$ cat src/hdl/button_dimmer_controller_core_defines.svh
// ----------------------------------------------------------------------------
// button dimmer controller assertion macros
// shared concurrent check forms for the dimmer core
// ----------------------------------------------------------------------------
`ifndef BUTTON_DIMMER_CONTROLLER_CORE_DEFINES_SVH
`define BUTTON_DIMMER_CONTROLLER_CORE_DEFINES_SVH

// same-cycle implication, checked out of reset
`define BDC_ASSERT_NOW(label, clock, reset, ante, cons) \
  label: assert property (@(posedge clock) disable iff (reset) (ante) |-> (cons)) \
    else $error("bdc same-cycle check failed");

// next-cycle implication, checked out of reset
`define BDC_ASSERT_NEXT(label, clock, reset, ante, cons) \
  label: assert property (@(posedge clock) disable iff (reset) (ante) |=> (cons)) \
    else $error("bdc next-cycle check failed");

`endif

$ cat src/hdl/bdc_pkg.sv
// ----------------------------------------------------------------------------
// bdc_pkg
// types, register indexes and reset values of the push-button dimmer
// ----------------------------------------------------------------------------
package bdc_pkg;

  localparam int CntW  = 16;
  localparam int LevelW = 8;
  localparam int IdxW  = 3;

  localparam logic [CntW-1:0] CNT_MAX = '1;

  localparam logic [IdxW-1:0] REG_DEBOUNCE_MS    = 3'd0;
  localparam logic [IdxW-1:0] REG_SHORT_PRESS_MS = 3'd1;
  localparam logic [IdxW-1:0] REG_LONG_PRESS_MS  = 3'd2;
  localparam logic [IdxW-1:0] REG_RAMP_PERIOD_MS = 3'd3;
  localparam logic [IdxW-1:0] REG_MIN_LEVEL      = 3'd4;
  localparam logic [IdxW-1:0] REG_MAX_LEVEL      = 3'd5;

  localparam logic [CntW-1:0]   RST_DEBOUNCE_MS    = 16'd60;
  localparam logic [CntW-1:0]   RST_SHORT_PRESS_MS = 16'd500;
  localparam logic [CntW-1:0]   RST_LONG_PRESS_MS  = 16'd3000;
  localparam logic [CntW-1:0]   RST_RAMP_PERIOD_MS = 16'd10;
  localparam logic [LevelW-1:0] RST_MIN_LEVEL      = 8'd20;
  localparam logic [LevelW-1:0] RST_MAX_LEVEL      = 8'd255;
  localparam logic [LevelW-1:0] RST_BRIGHTNESS     = 8'd255;

  typedef struct packed {
    logic [CntW-1:0]   debounce_ms;
    logic [CntW-1:0]   short_press_ms;
    logic [CntW-1:0]   long_press_ms;
    logic [CntW-1:0]   ramp_period_ms;
    logic [LevelW-1:0] min_level;
    logic [LevelW-1:0] max_level;
  } cfg_t;

  typedef struct packed {
    logic              clean_button;
    logic [CntW-1:0]   mismatch_count;
    logic [CntW-1:0]   hold_count;
    logic              is_held;
    logic [CntW-1:0]   ramp_count;
    logic              lamp_state;
    logic [LevelW-1:0] brightness;
    logic              ramp_upward;
  } state_t;

  function automatic logic [CntW-1:0] sat_inc(input logic [CntW-1:0] v);
    return (v == CNT_MAX) ? CNT_MAX : v + 16'd1;
  endfunction

endpackage

$ cat src/hdl/bdc_step.sv
// ----------------------------------------------------------------------------
// bdc_step
// one millisecond tick of debounce, hold timing, ramping and release handling
// ----------------------------------------------------------------------------
module bdc_step (
  input  bdc_pkg::cfg_t   cfg,
  input  bdc_pkg::state_t cur,
  input  logic            button_level,
  output bdc_pkg::state_t nxt
);

  logic pressed_now;
  logic released_now;
  logic long_hold;
  logic short_ok;

  always_comb begin
    nxt          = cur;
    pressed_now  = 1'b0;
    released_now = 1'b0;

    // debounce
    if (button_level != cur.clean_button) begin
      nxt.mismatch_count = bdc_pkg::sat_inc(cur.mismatch_count);
      if (nxt.mismatch_count >= cfg.debounce_ms) begin
        nxt.clean_button   = button_level;
        nxt.mismatch_count = '0;
        pressed_now        = button_level;
        released_now       = !button_level;
      end
    end else begin
      nxt.mismatch_count = '0;
    end

    // hold timing
    if (pressed_now) begin
      nxt.is_held    = 1'b1;
      nxt.hold_count = '0;
    end else if (cur.is_held) begin
      nxt.hold_count = bdc_pkg::sat_inc(cur.hold_count);
    end

    nxt.ramp_count = bdc_pkg::sat_inc(cur.ramp_count);

    // long hold forces the lamp on and ramps
    long_hold = nxt.is_held && (nxt.hold_count >= cfg.long_press_ms);
    if (long_hold) begin
      nxt.lamp_state = 1'b1;
      if (nxt.ramp_count >= cfg.ramp_period_ms) begin
        if (cur.ramp_upward) begin
          if (cur.brightness < cfg.max_level) begin
            nxt.brightness = cur.brightness + 8'd1;
          end
        end else begin
          if (cur.brightness > cfg.min_level) begin
            nxt.brightness = cur.brightness - 8'd1;
          end
        end
        nxt.ramp_count = '0;
      end
    end

    // release
    short_ok = nxt.is_held && (nxt.hold_count >= cfg.short_press_ms)
               && (nxt.hold_count < cfg.long_press_ms);
    if (released_now) begin
      if (short_ok) begin
        nxt.lamp_state  = !nxt.lamp_state;
        nxt.ramp_upward = !cur.ramp_upward;
      end
      nxt.is_held = 1'b0;
    end
  end

endmodule

$ cat src/hdl/button_dimmer_controller_core.sv
// ----------------------------------------------------------------------------
// button_dimmer_controller_core
// push-button dimmer: debounce, short press toggle, long press ramping
// ----------------------------------------------------------------------------
// usage
//   s_axis carries one word per millisecond tick, the raw button level in bit 0
//   m_axis returns one word per input word: lamp enable and brightness
//   cfg_we/cfg_index/cfg_data write the six timing and level registers;
//   the user must write them only while the block is idle, not enforced here
// timing and throughput
//   a word is accepted every cycle unless a held result stalls the input;
//   its result is valid in the next cycle from the output register, the tick
//   update being a single pass of counter and compare logic
// reset
//   rst is synchronous; it loads the register defaults, releases the button,
//   turns the lamp off at full brightness with the ramp set to go down first
// stall
//   while m_axis_tready is low and a result is held, s_axis_tready is low;
//   the next word is taken in the same cycle the held result leaves
// ----------------------------------------------------------------------------
`include "button_dimmer_controller_core_defines.svh"

module button_dimmer_controller_core (
  input  logic        clk,
  input  logic        rst,
  input  logic        s_axis_tvalid,
  output logic        s_axis_tready,
  input  logic [7:0]  s_axis_tdata,   // [0] button_level, [7:1] zero
  output logic        m_axis_tvalid,
  input  logic        m_axis_tready,
  output logic [15:0] m_axis_tdata,   // [0] lamp_on, [8:1] lamp_level, [15:9] zero
  input  logic        cfg_we,
  input  logic [2:0]  cfg_index,
  input  logic [15:0] cfg_data
);

  bdc_pkg::cfg_t   cfg;
  bdc_pkg::state_t state;
  bdc_pkg::state_t state_next;
  logic            in_acc;
  logic            lamp_on;
  logic [7:0]      lamp_level;

  assign s_axis_tready = !m_axis_tvalid || m_axis_tready;
  assign in_acc        = s_axis_tvalid && s_axis_tready;
  assign m_axis_tdata  = {7'd0, lamp_level, lamp_on};

  bdc_step u_step (
    .cfg          (cfg),
    .cur          (state),
    .button_level (s_axis_tdata[0]),
    .nxt          (state_next)
  );

  always_ff @(posedge clk) begin
    if (rst) begin
      cfg.debounce_ms    <= bdc_pkg::RST_DEBOUNCE_MS;
      cfg.short_press_ms <= bdc_pkg::RST_SHORT_PRESS_MS;
      cfg.long_press_ms  <= bdc_pkg::RST_LONG_PRESS_MS;
      cfg.ramp_period_ms <= bdc_pkg::RST_RAMP_PERIOD_MS;
      cfg.min_level      <= bdc_pkg::RST_MIN_LEVEL;
      cfg.max_level      <= bdc_pkg::RST_MAX_LEVEL;
    end else if (cfg_we) begin
      case (cfg_index)
        bdc_pkg::REG_DEBOUNCE_MS:    cfg.debounce_ms    <= cfg_data;
        bdc_pkg::REG_SHORT_PRESS_MS: cfg.short_press_ms <= cfg_data;
        bdc_pkg::REG_LONG_PRESS_MS:  cfg.long_press_ms  <= cfg_data;
        bdc_pkg::REG_RAMP_PERIOD_MS: cfg.ramp_period_ms <= cfg_data;
        bdc_pkg::REG_MIN_LEVEL:      cfg.min_level      <= cfg_data[7:0];
        bdc_pkg::REG_MAX_LEVEL:      cfg.max_level      <= cfg_data[7:0];
        default: ;
      endcase
    end
  end

  always_ff @(posedge clk) begin
    if (rst) begin
      state.clean_button   <= 1'b0;
      state.mismatch_count <= '0;
      state.hold_count     <= '0;
      state.is_held        <= 1'b0;
      state.ramp_count     <= '0;
      state.lamp_state     <= 1'b0;
      state.brightness     <= bdc_pkg::RST_BRIGHTNESS;
      state.ramp_upward    <= 1'b0;
      m_axis_tvalid        <= 1'b0;
    end else begin
      if (in_acc) begin
        state         <= state_next;
        m_axis_tvalid <= 1'b1;
      end else if (m_axis_tready) begin
        m_axis_tvalid <= 1'b0;
      end
    end
  end

  always_ff @(posedge clk) begin
    if (in_acc) begin
      lamp_on    <= state_next.lamp_state;
      lamp_level <= state_next.brightness;
    end
  end

  `BDC_ASSERT_NEXT(a_state_only_on_accept, clk, rst, !in_acc, $stable(state))
  `BDC_ASSERT_NEXT(a_result_follows_accept, clk, rst, in_acc, m_axis_tvalid)
  `BDC_ASSERT_NOW(a_result_matches_state, clk, rst, m_axis_tvalid,
    lamp_on == state.lamp_state && lamp_level == state.brightness)
  `BDC_ASSERT_NEXT(a_brightness_single_step, clk, rst, in_acc,
    state.brightness == $past(state.brightness) ||
    state.brightness == 8'($past(state.brightness) + 8'd1) ||
    state.brightness == 8'($past(state.brightness) - 8'd1))

endmodule
$ cat config.mk
export PLATFORM = sky130hd
export DESIGN_NAME = button_dimmer_controller_core
export DESIGN_NICKNAME = d
export VERILOG_FILES = /design/src/hdl/bdc_pkg.sv /design/src/hdl/bdc_step.sv /design/src/hdl/button_dimmer_controller_core.sv
export VERILOG_INCLUDE_DIRS = /design/src /design/src/hdl
export SDC_FILE = /design/constraint.sdc
export NUM_CORES = 1
export LEC_CHECK = 0
export BUFFER_PORTS_ARGS = -buffer_cell sky130_fd_sc_hd__buf_4
export CORE_MARGIN = 3
export CORE_UTILIZATION = 54
export DETAILED_ROUTE_END_ITERATION = 7
export PLACE_DENSITY = 0.72
export REMOVE_ABC_BUFFERS = 1
export SLEW_MARGIN = 25
export SYNTH_ARGS = -nofsm -noshare
export SYNTH_HDL_FRONTEND = slang
export SYNTH_SLANG_ARGS = --single-unit
$ cat constraint.sdc
create_clock -name clk -period 16.87 [get_ports clk]
set_input_delay 1.687 -clock clk [delete_from_list [all_inputs] [get_ports clk]]
set_output_delay 1.687 -clock clk [all_outputs]
set_load 0.02 [all_outputs]
After elaboration in Yosys (flattened, before gate mapping)
Cells that the tools add are included.
{ "classes": {"addsub": 5, "mul": 0, "n_div": 0, "magnitude_cmp": 7, "n_eq_ne": 9, "shift": 0, "n_mux": 23, "n_bitwise": 0, "reduce_logical": 19} }
{ "op_table": {"columns": ["op", "count"], "rows": [
  ["2-to-1 mux 16 bit", 8],
  ["greater-or-equal comparator 16 bit", 4],
  ["adder 16 x 1 -> 16 bit, second input constant", 3],
  ["equality test 16 bit, second input constant", 3],
  ["2-to-1 mux 8 bit", 4],
  ["2-to-1 mux 25 bit", 1],
  ["< comparator 16 bit", 1],
  ["AND reduction 2 bit", 6],
  ["2-to-1 mux 1 bit", 10],
  ["adder 8 x 1 -> 8 bit, second input constant", 1],
  ["greater-than comparator 8 bit", 1],
  ["< comparator 8 bit", 1],
  ["subtractor 8 x 1 -> 8 bit, second input constant", 1],
  ["equality test 3 x 2 -> 1 bit, second input constant", 2],
  ["equality test 3 bit, second input constant", 2],
  ["AND reduction 3 bit", 2],
  ["logical AND 1 bit", 4],
  ["zero test 1 bit", 4],
  ["equality test 3 x 1 -> 1 bit, second input constant", 1],
  ["zero test 3 bit", 1],
  ["nonzero test 2 bit", 1],
  ["logical OR 1 bit", 1],
  ["inequality test 1 bit", 1]
]} }
{ "word_totals": {"ff_bits": 150, "latchBits": 0, "mem_bits_rw": 0, "mem_bits_ro": 0, "in_bits": 32, "output_inout_bits": 18, "elab_cells": 80, "mem_count": 0} }

Longest topological paths before layout
{ "depth": {"ltp_word": 12, "mapped_depth": 26} }

By module
A second synthesis with hierarchy kept.
{ "unflattened": {"hier_cells": 1172, "area_unflattened_um2": 9311.4} }
{ "modules_own_cells": {"columns": ["module", "n_inst", "cells_per_inst", "area_per_inst_um2", "seq_area_each_um2"], "rows": [
  ["button_dimmer_controller_core", 1, 627, 5718.0, 3093.0],
  ["bdc_step", 1, 545, 3593.4, 0.0]
]} }

Least setup slack after synthesis
Ideal clock, no wire load.
{ "synth_timing": {"path_type": "reg-to-reg", "start": "register state[43] in the netlist's numbering", "end": "register lamp_level[1], data pin", "t_arrival_ns": 5.374, "slack_ns": 11.225, "path_stages_with_launch": 25, "n_path_buf": 4, "synth_period_minus_slack_ns": 5.645, "cell_sequence": "dfxtp_1 > ha_1 > inv_1 > nor4_1 > and3_1 > nand4_1 > clkbuf_1 > nand2_1 > inv_1 > ha_1 > nand2b_4 > a2111oi_4 > nor4b_4 > o31a_2 > clkbuf_1 > clkbuf_1 > a21oi_1 > ha_1 > nand4_1 > nor4_1 > o21ai_0 > a221oi_4 > buf_4 > a21boi_0 > o221ai_1"} }
{ "synth_rtl": {"columns": ["element", "line", "text"], "rows": [
  ["start, declared", "button_dimmer_controller_core.sv:38", "bdc_pkg::state_t state;"],
  ["start signal, assigned", "button_dimmer_controller_core.sv:89", "state <= state_next;"],
  ["end signal, assigned", "button_dimmer_controller_core.sv:100", "lamp_level <= state_next.brightness;"],
  ["end, declared", "button_dimmer_controller_core.sv:42", "logic [7:0] lamp_level;"]
]} }

==> results.json <==
{
  "run_status": "finished clean",
  "wire_per_inst_microns": 14.8,
  "netSwitchingPower_mw": 0.199,
  "synth_top_area_share_pct": 31.1,
  "hp-class": "flip-flop to flip-flop",
  "cellLeakagePower_nw": 4.14,
  "drive_gt1_share_pct": 9.18,
  "grt_pass1_vias": 7150,
  "route.met3.wl_microns": 869,
  "cp_top_family": "simple AND/OR/NAND/NOR gates",
  "antenna_found_initial": 0,
  "ctsHoldBuffers": 0,
  "cts_buffers": 17,
  "rows": 46,
  "hold_violations": 0,
  "synth-edff-count": 9,
  "drc": 0,
  "seq_power_share_pct": 46.4,
  "drt-pass1-iter-count": 5,
  "crit_chain": "ha_1 > inv_1 > nor4_1 > and3_1 > nand4_1 > nand2_1 > inv_1 > ha_1 > nand2b_4 > a2111oi_4 > nor4b_4 > o31ai_4 > o31ai_1 > a21oi_1 > ha_1 > nand4_1 > nor4_1 > o21ai_0 > a221oi_4 > buf_4 > a21boi_0 > o221ai_1",
  "synth_ff_type": "dfxtp_1",
  "post_cts_buffers": 0,
  "rrSetupSlack_ns": 9.97,
  "die-area_sq_mm": 0.0184,
  "max_freq_ghz": 0.145,
  "period_needed_ns": 6.90,
  "hold_end": "cfg[59]$_SDFFE_PP0P_",
  "fp.coreArea_sq_mm": 0.0162,
  "fin_crit_sh_pct": 40.9,
  "cts_buffer_depth": 2,
  "clockPowerShare_pct": 46.6,
  "hpwl_microns": 14100,
  "postSynthAreaPerCell_sq_um": 7.82,
  "layout.nets": 1279,
  "worstRegToRegCells": 22,
  "die_x_microns": 136,
  "crit_fanout": 42,
  "finalMaxSlewViolations": 0,
  "place_congestion": 0.859,
  "min_from": "cfg[59]$_SDFFE_PP0P_",
  "slowest_delay_ns": 0.61,
  "arrival_ns": 7.06,
  "path_clk_slew_ns": 0.07,
  "clk_latency_ns": 0.43,
  "syn_to_final_growth_pct": 9.89,
  "crit_path_end_kind": "flip-flop",
  "place.port_buffers": 35,
  "synthTopCellsByArea": "dfxtp_1, ha_1, nand2_1, a21oi_1, inv_1",
  "clock-skew-final_ns": 0.00821,
  "die_h_microns": 136,
  "grtUsageTotal_pct": 23.1,
  "rsz0062_at_grt": "false",
  "grt_pass1_wl_microns": 34600,
  "viasPerCell": 5.57,
  "worst_pin_slew_ns": 0.819,
  "initial_core_util_pct": 56.1,
  "crit_required_ns": 17.03,
  "wl_met2_microns": 9610,
  "internal_power_mw": 0.590,
  "grt_max_degree": 77,
  "initialDrtViolationCount": 550,
  "htreeDepth": 4,
  "setup_tns_ns": 0,
  "vias": 7757,
  "yosys_warnings": 0,
  "netlist_area_sq_mm": 0.00908,
  "critPathLaunchType": "flip-flop",
  "max-cap-violations": 0,
  "setup-violations-final": 0,
  "crit_type": "flip-flop to flip-flop",
  "r2r_start": "state[43]$_SDFFE_PP0P_",
  "cp.buffers_inverters": 3,
  "cts_root_buf": "clkbuf_16",
  "io_pins": 50,
  "min_delay_path_depth": 2,
  "fin_util_pct": 61.7,
  "reg2reg_to": "lamp_level[1]$_DFFE_PP_",
  "yosys.cell_types.count": 69,
  "ys_ff_latch": 150,
  "synthCells": 1161,
  "cp_common_cell": "ha_1",
  "wl_met1_microns": 9860,
  "highest_layer": "met4",
  "n_antenna_cell": 0,
  "drt-total-wl_microns": 20600,
  "gr-total-overflow": 0,
  "synth_top_area_cell": "dfxtp_1",
  "synthArstFlopShare_pct": 0,
  "post_cts_resized": 0,
  "cts_tree": "done",
  "yosysSeqAreaShare_pct": 34.1,
  "p_per_area_mw_per_mm2": 79.0,
  "combPwrFrac_pct": 6.9,
  "max-slew-margin-rel_pct": 44.8,
  "vdd.ir_drop.worst_uv": 74.1,
  "clock_sinks": 150,
  "cpMaxStageDelayCell": "o31ai_4",
  "switching_share_pct": 25.2,
  "ant_nets": 0
}
## synthesized netlist by cell type, drive strengths merged, types with 2 or more instances
library cell / instances
a41oi: 3
a2bb2oi: 3
mux2: 4
o22ai: 5
and4: 4
xor2: 17
o31ai: 2
nor3b: 4
a31o: 9
a31oi: 8
nand4: 26
inv: 94
a2111oi: 3
or2: 2
ha: 84
buf: 15
nor4: 5
nand2b: 8
o21ba: 5
mux2i: 4
or4: 2
clkbuf: 51
nand3: 36
a21o: 12
and2: 9
dfxtp: 141
a21oi: 130
nor3: 16
a211oi: 8
nor2b: 7
nand2: 216
o211ai: 4
o21a: 4
edfxtp: 9
nand3b: 20
a211o: 19
o21ai: 29
and3: 14
a22oi: 17
nor2: 70
xnor2: 22
or3: 7
## worst reg2reg max path: cells and delay by family (launching register included)
kind,cells,cell delay (ns)
AO/OA/AOI/OAI,8,2.46
flip-flops,1,0.39
buffers and inverters,3,0.60
AND/OR/NAND/NOR,8,2.50
adder cells (fa/ha/maj),3,0.68
## registers in the layout (all words and copies together) (netlist names)
register,cells
state,60
lamp_on,1
cfg,80
m_axis_tvalid,1
lamp_level,8
## stage by stage
step           instances  hold WS (ns)  area (sq um)  setup WS, ns  total power, mW
3_5_place_dp        1359         0.448          9400          9.98            0.429
5_1_grt             1392         0.475          9980          9.50            0.818
3_3_place_gp        1359         0.443          9400         10.08            0.428
6_report            1392         0.454          9980          9.97            0.788
2_1_floorplan       1101         0.430          8810         10.85            0.404
4_1_cts             1391         0.457          9970          9.98            0.795
## cell usage in the layout (no fill, tap or decap), types with 8 or more instances in the layout
master,Yosys,layout
edfxtp_1,9,9
nand4_1,26,26
a211oi_1,8,8
xor2_1,17,17
a211o_1,19,19
buf_4,10,42
xnor2_1,22,22
a31oi_1,8,8
nand2_1,216,215
nor3_1,15,15
a22oi_1,16,16
nand3_1,36,36
ha_1,84,84
o21ai_0,29,29
clkbuf_16,0,17
a31o_2,9,9
nor2_1,70,70
nand3b_1,20,20
dfxtp_1,141,141
a21oi_1,130,130
inv_1,93,93
a21o_1,12,12
and3_1,14,14
## cell type report
class / count / area [sq um]
clock buffers: 19 / 443
fillers: 1463 / 6190
well taps: 216 / 270
clock inverters: 13 / 124
repair buffers: 43 / 327
flip-flops and latches: 150 / 3090
multi-input cells: 857 / 5370
inverters: 94 / 353
## worst max-delay path by stage
stage                                       from                 endpoint  slack [ns]  depth (start not counted)
after floorplan           state[43]$_SDFFE_PP0P_    state[2]$_SDFFE_PP1P_       10.85                         21
after global placement    state[43]$_SDFFE_PP0P_    state[2]$_SDFFE_PP1P_       10.08                         22
after detailed placement  state[43]$_SDFFE_PP0P_  lamp_level[1]$_DFFE_PP_        9.98                         22
after CTS                 state[43]$_SDFFE_PP0P_  lamp_level[1]$_DFFE_PP_        9.98                         22
after global routing      state[43]$_SDFFE_PP0P_  lamp_level[1]$_DFFE_PP_        9.50                         22
final                     state[43]$_SDFFE_PP0P_  lamp_level[1]$_DFFE_PP_        9.97                         22
## layer usage
layer | track usage (%) | vias up
li1 | - | 4014
met1 | 31.4 | 3569
met2 | 38.1 | 152
met3 | 4.01 | 22
met4 | 6.05 | 0
met5 | 0 | -
## cell families (layout without fill, tap and decap cells)
| group | count (synthesis) | in the layout | share of synthesized area [%] |
|---|---|---|---|
| simple gates | 448 | 448 | 23.2 |
| compound gates | 271 | 271 | 19.3 |
| buf+inv | 160 | 169 | 7.15 |
| flops | 150 | 150 | 34.1 |
| fa+ha+maj | 84 | 84 | 11.6 |
| xor+xnor | 39 | 39 | 3.76 |
| mux | 8 | 8 | 0.937 |
| other cells | 1 | 7 | 0.0413 |
## power groups by stage
| stage | Sequential (mW) | Combinational [mW] | Clock (mW) |
|---|---|---|---|
| detailed placement | 0.374 | 0.0546 | 0 |
| finish | 0.366 | 0.0547 | 0.367 |
| CTS | 0.366 | 0.0548 | 0.374 |
| global placement | 0.374 | 0.0539 | 0 |
| global route | 0.367 | 0.0612 | 0.390 |
| floorplan | 0.374 | 0.0300 | 0 |
(Power assumes the default switching activity.)
